**src/design/stre_pkg.sv**
```systemverilog
// ----------------------------------------------------------------------------
// stre_pkg: shared types and constants of the track record encoder
// Holds the channel payload structs, the queued job layout, the fixed record
// bytes and the constants of the divide-by-45 unit.
// ----------------------------------------------------------------------------
`default_nettype none

package stre_pkg;

    // Record layout.
    localparam int RECORD_LEN = 41;
    localparam int POS_W      = 6;
    localparam logic [POS_W-1:0] LAST_POS = POS_W'(RECORD_LEN - 1);

    localparam logic [7:0]  CAT_BYTE   = 8'd62;
    localparam logic [15:0] REC_LEN16  = 16'(RECORD_LEN);
    localparam logic [31:0] FIELD_MAP  = 32'hB9B1_6108;
    localparam logic [7:0]  SPARE_BYTE = 8'h00;
    localparam logic [7:0]  EXT_HDR    = 8'h89;
    localparam logic [7:0]  EXT1_BASE  = 8'h01;
    localparam logic [7:0]  EXT1_NEW   = 8'h20;
    localparam logic [7:0]  EXT1_END   = 8'h40;
    localparam logic [7:0]  EXT2_BYTE  = 8'h01;
    localparam logic [7:0]  AGE_HDR    = 8'h81;
    localparam logic [7:0]  AGE_BYTE1  = 8'h00;
    localparam logic [7:0]  AGE_BYTE2  = 8'h04;

    // Callsign and status characters.
    localparam logic [7:0] CS_NUL  = 8'h00;
    localparam logic [7:0] CS_PAD  = 8'h20;
    localparam logic [7:0] CH_NEW  = 8'h4E;
    localparam logic [7:0] CH_END  = 8'h44;

    // Configuration register indexes.
    localparam int CFG_IDX_W = 1;
    localparam logic [CFG_IDX_W-1:0] CFG_SAC = 1'b0;
    localparam logic [CFG_IDX_W-1:0] CFG_SIC = 1'b1;
    localparam logic [7:0] SAC_RESET = 8'd148;
    localparam logic [7:0] SIC_RESET = 8'd1;

    // Divide by 45 through a reciprocal: q0 = (x * DIV_MULT) >> DIV_SHIFT is
    // the quotient or one less for any x below 2^DIV_IN_W.
    localparam int DIV_IN_W  = 30;
    localparam int DIV_M_W   = 31;
    localparam int DIV_SHIFT = 36;
    localparam int DIV_Q_W   = DIV_IN_W + DIV_M_W - DIV_SHIFT;
    localparam logic [DIV_M_W-1:0]  DIV_MULT    = 31'd1527099483;
    localparam logic [DIV_IN_W-1:0] DIV_DIVISOR = 30'd45;

    // Job queue.
    localparam int QDEPTH = 2;
    localparam int QAW    = 1;
    localparam int QCW    = 2;

    typedef struct packed {
        logic [15:0] track_number;
        logic [23:0] latitude;
        logic [24:0] longitude;
        logic [16:0] altitude;
        logic [63:0] callsign;
        logic [16:0] ground_speed;
        logic [15:0] heading;
        logic [7:0]  status_char;
        logic [3:0]  target_type;
        logic [7:0]  quality;
        logic [22:0] time_seconds;
    } t_in;

    typedef struct packed {
        logic [7:0] record_byte;
        logic       last_byte;
    } t_out;

    // One report after conversion, as the back end serializes it.
    typedef struct packed {
        logic [23:0] time_code;
        logic [15:0] track_number;
        logic [23:0] lat_code;
        logic [23:0] lon_code;
        logic [15:0] alt_code;
        logic [47:0] callsign_code;
        logic [15:0] speed_code;
        logic [15:0] heading_code;
        logic [7:0]  ext1;
        logic [3:0]  target_type;
        logic [7:0]  quality;
    } t_job;

    typedef struct packed {
        logic full;
        logic empty;
    } t_q_stat;

endpackage

`default_nettype wire

```
**src/design/stre_queue.sv**
```systemverilog
// ----------------------------------------------------------------------------
// stre_queue: two-entry job queue
// Decouples the conversion pipeline from the byte serializer.
// ----------------------------------------------------------------------------
`default_nettype none

module stre_queue (
    input  wire logic              i_clk,
    input  wire logic              i_rst_n,
    input  wire logic              i_push,
    input  wire stre_pkg::t_job    i_data,
    input  wire logic              i_pop,
    output stre_pkg::t_job         o_data,
    output stre_pkg::t_q_stat      o_stat
);

    stre_pkg::t_job r_mem [stre_pkg::QDEPTH];
    logic [stre_pkg::QAW-1:0] r_wptr, r_rptr;
    logic [stre_pkg::QCW-1:0] r_count;
    logic w_do_pop;

    assign o_stat.full  = (r_count == stre_pkg::QCW'(stre_pkg::QDEPTH));
    assign o_stat.empty = (r_count == '0);
    assign o_data       = r_mem[r_rptr];
    assign w_do_pop     = i_pop && !o_stat.empty;

    always_ff @(posedge i_clk) begin
        if (!i_rst_n) begin
            r_wptr  <= '0;
            r_rptr  <= '0;
            r_count <= '0;
        end else begin
            if (i_push) begin
                r_wptr <= r_wptr + 1'b1;
            end
            if (w_do_pop) begin
                r_rptr <= r_rptr + 1'b1;
            end
            if (i_push && !w_do_pop) begin
                r_count <= r_count + 1'b1;
            end else if (!i_push && w_do_pop) begin
                r_count <= r_count - 1'b1;
            end
        end
    end

    always_ff @(posedge i_clk) begin
        if (i_push) begin
            r_mem[r_wptr] <= i_data;
        end
    end

`ifndef ASSERT_OFF
    a_no_overflow: assert property (@(posedge i_clk) disable iff (!i_rst_n)
        i_push |-> !o_stat.full)
        else $error("queue: push while full");
    a_count_range: assert property (@(posedge i_clk) disable iff (!i_rst_n)
        r_count <= stre_pkg::QCW'(stre_pkg::QDEPTH))
        else $error("queue: fill count beyond depth");
`endif

endmodule

`default_nettype wire

```
**config.mk**
```make
export PLATFORM = sky130hd
export DESIGN_NAME = stre_queue
export DESIGN_NICKNAME = d
export VERILOG_FILES = /design/src/design/stre_pkg.sv /design/src/design/stre_queue.sv
export SDC_FILE = /design/constraint.sdc
export NUM_CORES = 1
export LEC_CHECK = 0
export CORE_ASPECT_RATIO = 1.2
export CORE_MARGIN = 4
export CORE_UTILIZATION = 45
export DETAILED_ROUTE_END_ITERATION = 7
export DONT_BUFFER_PORTS = 1
export GPL_TIMING_DRIVEN = 0
export PLACE_DENSITY_LB_ADDON = 0.08
export SKIP_CTS_REPAIR_TIMING = 1
export SYNTH_ARGS = -nofsm -noshare
export SYNTH_HDL_FRONTEND = slang
export SYNTH_SLANG_ARGS = --single-unit
export TNS_END_PERCENT = 100
```
**constraint.sdc**
```tcl
create_clock -name i_clk -period 18.05 [get_ports i_clk]
set_input_delay 1.805 -clock i_clk [delete_from_list [all_inputs] [get_ports i_clk]]
set_output_delay 1.805 -clock i_clk [all_outputs]
set_load 0.02 [all_outputs]
```
==> flow_summary.yaml <==
yosys:
  synthAdderAreaFrac: 0.000802
  syn-cell-area_sq_um: 15600
  ys_seq_elements: 413
  syn_inst: 657
  ys_seq_area_frac: 0.792
  avgSynthCellArea_sq_um: 23.7
  synth_simple_gate_area_frac: 0.00345
  synth.distinct_cells: 17
  syn_nets: 866
  synth_top_family_by_area: "multiplexers"
  synthMuxAreaShare: 0.186
  yosys_warnings: 0
  synth-xor-area-share: 0.00168
  netlist.area_leader.share: 0.785
  yosys-top-cells-area: "edfxtp_1, mux2_4, mux2_2, buf_6, dfxtp_1"
  yosys.area.top_type: "edfxtp_1"
  synth_compound_area_frac: 0.00160
detailed_routing:
  antenna_left: 0
  drc: 0
  vias_per_cell: 5.12
  route.vias.total: 6120
  post_drt_wl_per_cell_um: 25.9
  drt_pass1_iterations: 4
  drtIter0Drc: 225
  drt-total-wl_mm: 31.0
final_layout:
  syn_to_final_growth_pct: 13.1
  diodes: 0
  fin_cells: 1195
  final_nets: 919
  stdcell_area_sq_um: 17600
  drive_above_1_share: 0.396
clocking:
  clk_pin_slew_ns: 0.06
  cts_sinks: 413
  cts_root_buf: "clkbuf_16"
  numCtsBuffers: 41
  htree_levels: 2
  clockBufferDepth: 3
  cts_tree: "built"
  clkLatencyLatePin_ns: 0.53
status:
  outcome: "finished clean"
sta:
  rsz0062_at_grt: "no"
  holdWs_ns: 0.540
  period_needed_ns: 3.60
  fin_setup_tns_ns: 0
  setup_viol_count_final: 0
  fin_crit_sh: 0.199
  hold_viol: 0
  fmax_mhz: 278
  clock_skew_ns: 0.0140
  drv_slew: 0
  worstMarginPinSlew_ns: 0.818
  slew_headroom: 0.454
hold_path:
  min_path_type: "flip-flop to flip-flop"
flow_run:
  cap_violations: 0
global_route:
  grt_first_pass_wirelength_mm: 43.5
  antenna_found_initial: 2
  grt_pass1_vias: 6801
  grt_max_degree: 68
  grt_usage: 0.158
  grt.overflow.total: 0
setup_path:
  critical_path.startpoint_type: "flip-flop"
  cp-end-kind: "output pin"
  cp_max_fo: 10
  arrival_ns: 1.79
  cp.required_ns: 16.24
  critPathKind: "flip-flop to output pin"
placement:
  dpl-instance-area_sq_um: 16400
  portBuffers: 0
  gp_congestion: 0.715
  hpwl_mm: 22.7
  place_inst: 1123
floorplanning:
  die-area_sq_um: 37700
  initial_core_util: 0.457
  ios: 414
  fp.dieW_um: 178
  die_y_um: 212
  coreArea_sq_um: 34200
  rows: 74
pwr:
  cellPowerDensity_nw_per_um2: 144
  p_leak_nw: 6.06
  peakVddDrop_mv: 0.0902
==> cell families after synthesis <==
logic type                 after synthesis
and+or+nand+nor                          9
AOI/OAI and AO/OA                        4
adders and majority gates                1
muxes                                  204
DFF                                    413
buffers and inverters                   23
xor gates and xnor gates                 3
==> cell usage in the layout, fill, tap and decap left out, types with 5 or more instances in the layout <==
master,synthesis,layout
clkinv_1,0,9
clkbuf_16,0,43
mux2_2,44,44
dfxtp_1,5,5
clkinv_2,0,6
buf_12,0,6
buf_6,19,19
edfxtp_1,408,408
clkbuf_1,0,9
mux2_4,160,160
==> flip-flops by register name, summed over array words and instances (netlist names), named ones only <==
register	cells
r_rptr	1
r_mem	408
r_wptr	1
r_count	2
==> metal layers <==
metal	up-vias	wire length (um)	GRT usage	share of wire
met5	-	34	0	0.0011
met4	4	917	0.0555	0.030
met3	58	4610	0.102	0.15
met2	278	16700	0.288	0.54
met1	3051	8710	0.137	0.28
li1	2729	-	-	-
==> worst paths after layout <==
path                      startpoint                       to  slack (ns)  depth (start not counted)
max                        flip-flop               o_data[25]       14.45                          4
min reg2reg  r_count[1]$_SDFFE_PN0P_  r_count[1]$_SDFFE_PN0P_        0.54                          2
min          r_count[1]$_SDFFE_PN0P_  r_count[1]$_SDFFE_PN0P_        0.54                          2
max reg2reg      r_wptr$_SDFFE_PN0P_   r_mem[0][78]$_DFFE_PP_       15.82                          5
==> critical path: stages, from the launching register on <==
cell and delay [ns]:
dfxtp_1 0.32, buf_6 0.13, buf_6 0.21, buf_6 0.21
mux2_4 0.37
==> cell usage after synthesis, drive strengths merged <==
cell	instances
o21ai	2
and2	4
dfxtp	5
edfxtp	408
nor2	1
nor2b	3
xor2	1
buf	23
xnor2	2
or3	1
a21boi	1
ha	1
o21a	1
mux2	204
==> stage by stage <==
step	setup slack, ns	utilization	power [mW]
4_1_cts	14.38	0.517	2.59
2_1_floorplan	6.61	-	1.71
3_3_place_gp	2.33	0.473	1.81
6_report	14.45	0.517	2.55
5_1_grt	14.34	0.517	2.65
3_5_place_dp	14.26	0.480	1.80
==> power by group <==
part           total, mW  internal (mW)  leakage (nW)  switching (mW)
sequential          1.13           1.11          3.87          0.0147
clock              0.779          0.448         0.597           0.331
combinational      0.643          0.266          1.60           0.376
==> final cells by class <==
class                           count  area (sq um)
Buffer                             23           234
Clock buffer                       52          1110
Clock inverter                     20           125
Fill cell                        2672         16500
Multi-Input combinational cell    221          3030
Sequential cell                   413         12400
Tap cell                          456           571
Timing Repair Buffer               10           230
No activity file was read; power rests on OpenSTA's default activity.
