### config.mk
export PLATFORM = sky130hd
export DESIGN_NAME = stre_back
export DESIGN_NICKNAME = d
export VERILOG_FILES = /design/src/design/stre_pkg.sv /design/src/design/stre_back.sv
export SDC_FILE = /design/constraint.sdc
export NUM_CORES = 1
export LEC_CHECK = 0
export BUFFER_PORTS_ARGS = -buffer_cell sky130_fd_sc_hd__buf_2
export CAP_MARGIN = 20
export CORE_ASPECT_RATIO = 0.5
export CORE_MARGIN = 1.5
export CORE_UTILIZATION = 59
export CTS_BUF_LIST = sky130_fd_sc_hd__clkbuf_4
export CTS_CLUSTER_DIAMETER = 120
export DETAILED_ROUTE_END_ITERATION = 8
export HOLD_SLACK_MARGIN = 0.06
export PLACE_DENSITY_LB_ADDON = 0.15
export SLEW_MARGIN = 20
export SYNTH_ARGS = -nofsm -noshare
export SYNTH_HDL_FRONTEND = slang
export SYNTH_SLANG_ARGS = --single-unit
export TNS_END_PERCENT = 30
### constraint.sdc
create_clock -name i_clk -period 35.2 [get_ports i_clk]
set_clock_uncertainty 0.15 [all_clocks]
set_input_delay 1.76 -clock i_clk [delete_from_list [all_inputs] [get_ports i_clk]]
set_output_delay 1.76 -clock i_clk [all_outputs]
set_load 0.03 [all_outputs]
### src/design/stre_pkg.sv
// ----------------------------------------------------------------------------
// stre_pkg: shared types and constants of the track record encoder
// Holds the channel payload structs, the queued job layout, the fixed record
// bytes and the constants of the divide-by-45 unit.
// ----------------------------------------------------------------------------
`default_nettype none

package stre_pkg;

    // Record layout.
    localparam int RECORD_LEN = 41;
    localparam int POS_W      = 6;
    localparam logic [POS_W-1:0] LAST_POS = POS_W'(RECORD_LEN - 1);

    localparam logic [7:0]  CAT_BYTE   = 8'd62;
    localparam logic [15:0] REC_LEN16  = 16'(RECORD_LEN);
    localparam logic [31:0] FIELD_MAP  = 32'hB9B1_6108;
    localparam logic [7:0]  SPARE_BYTE = 8'h00;
    localparam logic [7:0]  EXT_HDR    = 8'h89;
    localparam logic [7:0]  EXT1_BASE  = 8'h01;
    localparam logic [7:0]  EXT1_NEW   = 8'h20;
    localparam logic [7:0]  EXT1_END   = 8'h40;
    localparam logic [7:0]  EXT2_BYTE  = 8'h01;
    localparam logic [7:0]  AGE_HDR    = 8'h81;
    localparam logic [7:0]  AGE_BYTE1  = 8'h00;
    localparam logic [7:0]  AGE_BYTE2  = 8'h04;

    // Callsign and status characters.
    localparam logic [7:0] CS_NUL  = 8'h00;
    localparam logic [7:0] CS_PAD  = 8'h20;
    localparam logic [7:0] CH_NEW  = 8'h4E;
    localparam logic [7:0] CH_END  = 8'h44;

    // Configuration register indexes.
    localparam int CFG_IDX_W = 1;
    localparam logic [CFG_IDX_W-1:0] CFG_SAC = 1'b0;
    localparam logic [CFG_IDX_W-1:0] CFG_SIC = 1'b1;
    localparam logic [7:0] SAC_RESET = 8'd148;
    localparam logic [7:0] SIC_RESET = 8'd1;

    // Divide by 45 through a reciprocal: q0 = (x * DIV_MULT) >> DIV_SHIFT is
    // the quotient or one less for any x below 2^DIV_IN_W.
    localparam int DIV_IN_W  = 30;
    localparam int DIV_M_W   = 31;
    localparam int DIV_SHIFT = 36;
    localparam int DIV_Q_W   = DIV_IN_W + DIV_M_W - DIV_SHIFT;
    localparam logic [DIV_M_W-1:0]  DIV_MULT    = 31'd1527099483;
    localparam logic [DIV_IN_W-1:0] DIV_DIVISOR = 30'd45;

    // Job queue.
    localparam int QDEPTH = 2;
    localparam int QAW    = 1;
    localparam int QCW    = 2;

    typedef struct packed {
        logic [15:0] track_number;
        logic [23:0] latitude;
        logic [24:0] longitude;
        logic [16:0] altitude;
        logic [63:0] callsign;
        logic [16:0] ground_speed;
        logic [15:0] heading;
        logic [7:0]  status_char;
        logic [3:0]  target_type;
        logic [7:0]  quality;
        logic [22:0] time_seconds;
    } t_in;

    typedef struct packed {
        logic [7:0] record_byte;
        logic       last_byte;
    } t_out;

    // One report after conversion, as the back end serializes it.
    typedef struct packed {
        logic [23:0] time_code;
        logic [15:0] track_number;
        logic [23:0] lat_code;
        logic [23:0] lon_code;
        logic [15:0] alt_code;
        logic [47:0] callsign_code;
        logic [15:0] speed_code;
        logic [15:0] heading_code;
        logic [7:0]  ext1;
        logic [3:0]  target_type;
        logic [7:0]  quality;
    } t_job;

    typedef struct packed {
        logic full;
        logic empty;
    } t_q_stat;

endpackage

`default_nettype wire

### src/design/stre_back.sv
// ----------------------------------------------------------------------------
// stre_back: record serializer
// Holds the current job, assembles the 41-byte record and sends it one byte
// per cycle unless stalled, via an output register, with no gap between jobs.
// ----------------------------------------------------------------------------
`default_nettype none

module stre_back (
    input  wire logic              i_clk,
    input  wire logic              i_rst_n,
    input  wire stre_pkg::t_job    i_q_data,
    input  wire stre_pkg::t_q_stat i_q_stat,
    output logic                   o_pop,
    input  wire logic [7:0]        i_sac,
    input  wire logic [7:0]        i_sic,
    output logic                   o_out_valid,
    input  wire logic              i_out_stall,
    output stre_pkg::t_out         o_out
);

    logic                         r_busy;
    logic [stre_pkg::POS_W-1:0]   r_pos;
    stre_pkg::t_job               r_job;
    logic                         r_out_valid;
    stre_pkg::t_out               r_out;
    logic [0:stre_pkg::RECORD_LEN-1][7:0] w_rec;
    logic w_adv;
    logic w_last;
    logic w_step;

    assign w_adv  = !r_out_valid || !i_out_stall;
    assign w_step = w_adv && r_busy;
    assign w_last = (r_pos == stre_pkg::LAST_POS);
    assign o_pop  = !i_q_stat.empty && (!r_busy || (w_step && w_last));

    always_comb begin
        w_rec = {stre_pkg::CAT_BYTE, stre_pkg::REC_LEN16, stre_pkg::FIELD_MAP,
                 i_sac, i_sic, r_job.time_code, r_job.track_number,
                 r_job.lat_code, r_job.lon_code, r_job.alt_code,
                 stre_pkg::SPARE_BYTE, r_job.callsign_code,
                 r_job.speed_code, r_job.heading_code,
                 stre_pkg::EXT_HDR, r_job.ext1, stre_pkg::EXT2_BYTE,
                 {3'b0, r_job.target_type, 1'b0},
                 stre_pkg::AGE_HDR, stre_pkg::AGE_BYTE1, stre_pkg::AGE_BYTE2,
                 r_job.quality};
    end

    always_ff @(posedge i_clk) begin
        if (!i_rst_n) begin
            r_busy      <= 1'b0;
            r_pos       <= '0;
            r_out_valid <= 1'b0;
        end else begin
            if (w_adv) begin
                r_out_valid <= r_busy;
            end
            if (w_step) begin
                r_pos <= w_last ? '0 : r_pos + 1'b1;
            end
            if (o_pop) begin
                r_busy <= 1'b1;
            end else if (w_step && w_last) begin
                r_busy <= 1'b0;
            end
        end
    end

    always_ff @(posedge i_clk) begin
        if (o_pop) begin
            r_job <= i_q_data;
        end
        if (w_step) begin
            r_out.record_byte <= w_rec[r_pos];
            r_out.last_byte   <= w_last;
        end
    end

    assign o_out_valid = r_out_valid;
    assign o_out       = r_out;

`ifndef ASSERT_OFF
    a_pos_idle: assert property (@(posedge i_clk) disable iff (!i_rst_n)
        (r_pos != '0) |-> r_busy)
        else $error("back: byte position moved without a held record");
    a_last_mark: assert property (@(posedge i_clk) disable iff (!i_rst_n)
        w_step |=> (r_out.last_byte == ($past(r_pos) == stre_pkg::LAST_POS)))
        else $error("back: last byte mark does not match the byte position");
`endif

endmodule

`default_nettype wire
==> impl_metrics.toml <==
[synthesis]
yosys_warnings = 0
yosys.area_share.simple = 0.05859
synth_top_cell_by_area = "edfxtp_1"
synthAdderAreaFrac = 0.004205
synthArstFlopShare = 0
synth_nets = 743
synth-main-ff-cell = "edfxtp_1"
synth_xor_area_frac = 0.003925
synth_top_family_by_area = "multiplexers"
yosysTopAreaCellShare = 0.7166
ys_types = 56
synth_area_leaders = "edfxtp_1 72%, mux4_2 6.1%, mux2i_1 1.9%"
synth-compound-area-share = 0.07009
synthMuxAreaShare = 0.1070
netlist_top_cells_count = "213 x edfxtp_1, 29 x nand2_1, 24 x mux4_2"
yosysMostFrequentCell = "edfxtp_1"
synth-edff-count = 213
ys_seq_elements = 221
syn_area_mm2 = 0.008926
syn_inst = 515
synth.avg_cell_area_um2 = 17.33
yosysSeqAreaShare = 0.7345

[route]
ant_nets = 0
vias_per_cell = 5.743
drt-total-wl_mm = 20.95
drc_errors = 0
wl_per_cell_um = 20.83
firstDrtPassIters = 5
drt_iter0_markers = 502
via_count = 5777

[setup_path]
rr_worst_depth = 6
r2r_end = "r_job[109]"
cp.required_ps = 33290
ff2ff_setup_slack_ps = 31000
path_common_cell = "buf_2"
slowest_delay_ps = 750
crit_arrival_ps = 3400
critical_path_class = "input port to output port"
endpoint_kind = "output port"
cp_num_buf_inv = 2
crit_chain = "buf_2, a21boi_2, nand2_1, a21oi_4, buf_2"
critPathSlowestCell = "a21boi_2"
rr_startpoint = "r_pos[5]"
cp_top_family = "compound AO/OA/AOI/OAI gates"
crit_path_max_fanout = 15
startpoint_type = "input port"

[clock_tree]
clock_latency_ps = 630
cts.sinks = 221
cts_tree = "yes"
cts_buffer_depth = 3
postCtsHoldBufs = 0
cts_setup_buffers = 0
cts_buffers = 48
cts_resized = 0
cts_max_level = 2
clockRootBuffer = "clkbuf_4"
path_clk_slew_ps = 70

[timing]
finalCritPeriodShare = 0.1508
whs_ps = 399.1
slew_viol_final = 0
worstMarginPinSlew_ps = 1044
fin_tns_setup_ps = 0
rsz0062_at_grt = "false"
setup-violations-final = 0
setup_slack_ps = 29890
relSlewSlack = 0.3038
finalHoldViolations = 0
fmax_ghz = 0.1884
fin_crit_ps = 5307

[power_and_ir_drop]
p_per_area_mw_per_mm2 = 50.69
p_leak_nw = 3.999
ir_drop_v = 0.00004819

[floorplan]
start_util = 0.6104
die_w_um = 176.9
rows = 31
core-area_mm2 = 0.01462
fp.dieH_um = 89.98
die-area_mm2 = 0.01592
ios = 236

[global_routing]
grt_pass1_vias = 5885
grt_first_pass_wirelength_mm = 31.38
grt_overflow = 0
grt_max_degree = 86
antenna_found_initial = 2
grt_usage = 0.2672

[worst_hold_path]
hold_end = "r_busy"
holdCritStartpoint = "r_busy"
hold_path_depth = 2
hold_path.class = "flip-flop to flip-flop"

[placed_design]
portBuffers = 234
placed_cell_area_mm2 = 0.01024
pre_cts_slack_ps = 29880
gp_congestion = 0.8185
dp_hpwl_mm = 13.99

[flow_run]
drv_cap = 0

[finish]
area.growth.synth_to_final_pct = 21.25
final_nets = 1003
stdcell_area_mm2 = 0.01082
n_fill_cell = 969
drive_gt1_frac = 0.4429
regArea_mm2 = 0.006563
multi_input_area_mm2 = 0.002191

[status]
run_status = "finished, final reports clean"
-- flip-flops by register name, summed over array words and instances, names as in the netlist --
signal and cells:
r_job 204, r_busy 1, r_pos 6, o_out_valid 1, o_out 9
-- logic make-up (layout without fill, tap and decap cells) --
kind of cell	count (synthesis)	after routing
compound gates	87	87
fa+ha+maj	3	3
xor+xnor	4	4
mux	56	56
simple gates	108	108
other cells	0	2
buf+inv	36	327
flops	221	221
-- metrics by stage --
step	instances	util	total power, mW
after floorplan	515	-	0.3489
after global placement	923	0.7005	0.3644
after detailed placement	923	0.7005	0.3664
after CTS	1004	0.7398	0.5521
after global routing	1004	0.7398	0.5705
final	1006	0.7401	0.5486
-- where the power goes --
group | leakage [nW] | internal (mW) | switching [mW] | total, mW
combinational | 1.56 | 0.0228 | 0.0267 | 0.0495
clock | 0.351 | 0.0927 | 0.0955 | 0.188
sequential | 2.09 | 0.306 | 0.00500 | 0.311
total | 4.00 | 0.421 | 0.127 | 0.549
-- how the worst max path moves through the flow --
stage,to,from,cells after the start
6_report,o_pop,i_out_stall,5
5_1_grt,o_pop,i_out_stall,5
4_1_cts,o_pop,i_out_stall,5
3_5_place_dp,o_pop,i_out_stall,5
3_3_place_gp,o_pop,i_out_stall,5
2_1_floorplan,o_pop,i_out_stall,3
-- tightest hold or removal path: cells and delay by family, from the launching register on --
kind,cells,cell delay (ps)
AND/OR/NAND/NOR,1,70
AO/OA/AOI/OAI,1,80
flip-flops,1,360
-- layout make-up --
type	instances	area share
inverters	5	0.001734
repair buffers	241	0.1131
clock buffers	72	0.04994
flip-flops and latches	221	0.6064
diodes	2	0.0004624
clock inverters	9	0.003121
multi-input cells	258	0.2024
well taps	198	0.02289
-- layout by cell type, fill, tap and decap left out, drive strengths merged, types with 3 or more instances in the layout --
cell / netlist / routed
buf: 24 / 241
clkinv: 3 / 10
a31oi: 6 / 6
mux4: 29 / 29
a221oi: 5 / 5
nand2: 29 / 29
nand4: 4 / 4
and3: 3 / 3
o2bb2ai: 4 / 4
a211oi: 8 / 8
ha: 3 / 3
a22oi: 5 / 5
mux2: 10 / 10
dfxtp: 8 / 8
xnor2: 4 / 4
clkbuf: 7 / 72
o21ai: 12 / 12
nor3: 11 / 11
nand3: 14 / 14
a21oi: 15 / 15
edfxtp: 213 / 213
inv: 2 / 4
nor2: 23 / 23
o311ai: 6 / 6
nor2b: 11 / 11
nand2b: 5 / 5
mux2i: 17 / 17
a2111oi: 4 / 4
-- layer usage --
| layer | wire [um] | GRT usage | up-vias | part of all wire |
|---|---|---|---|---|
| li1 | - | - | 2637 | - |
| met5 | 0 | 0 | - | 0 |
| met1 | 8574 | 0.3752 | 2771 | 0.41 |
| met4 | 364 | 0.07556 | 0 | 0.017 |
| met3 | 2557 | 0.09095 | 41 | 0.12 |
| met2 | 9457 | 0.4020 | 328 | 0.45 |
(Power assumes the default switching activity.)
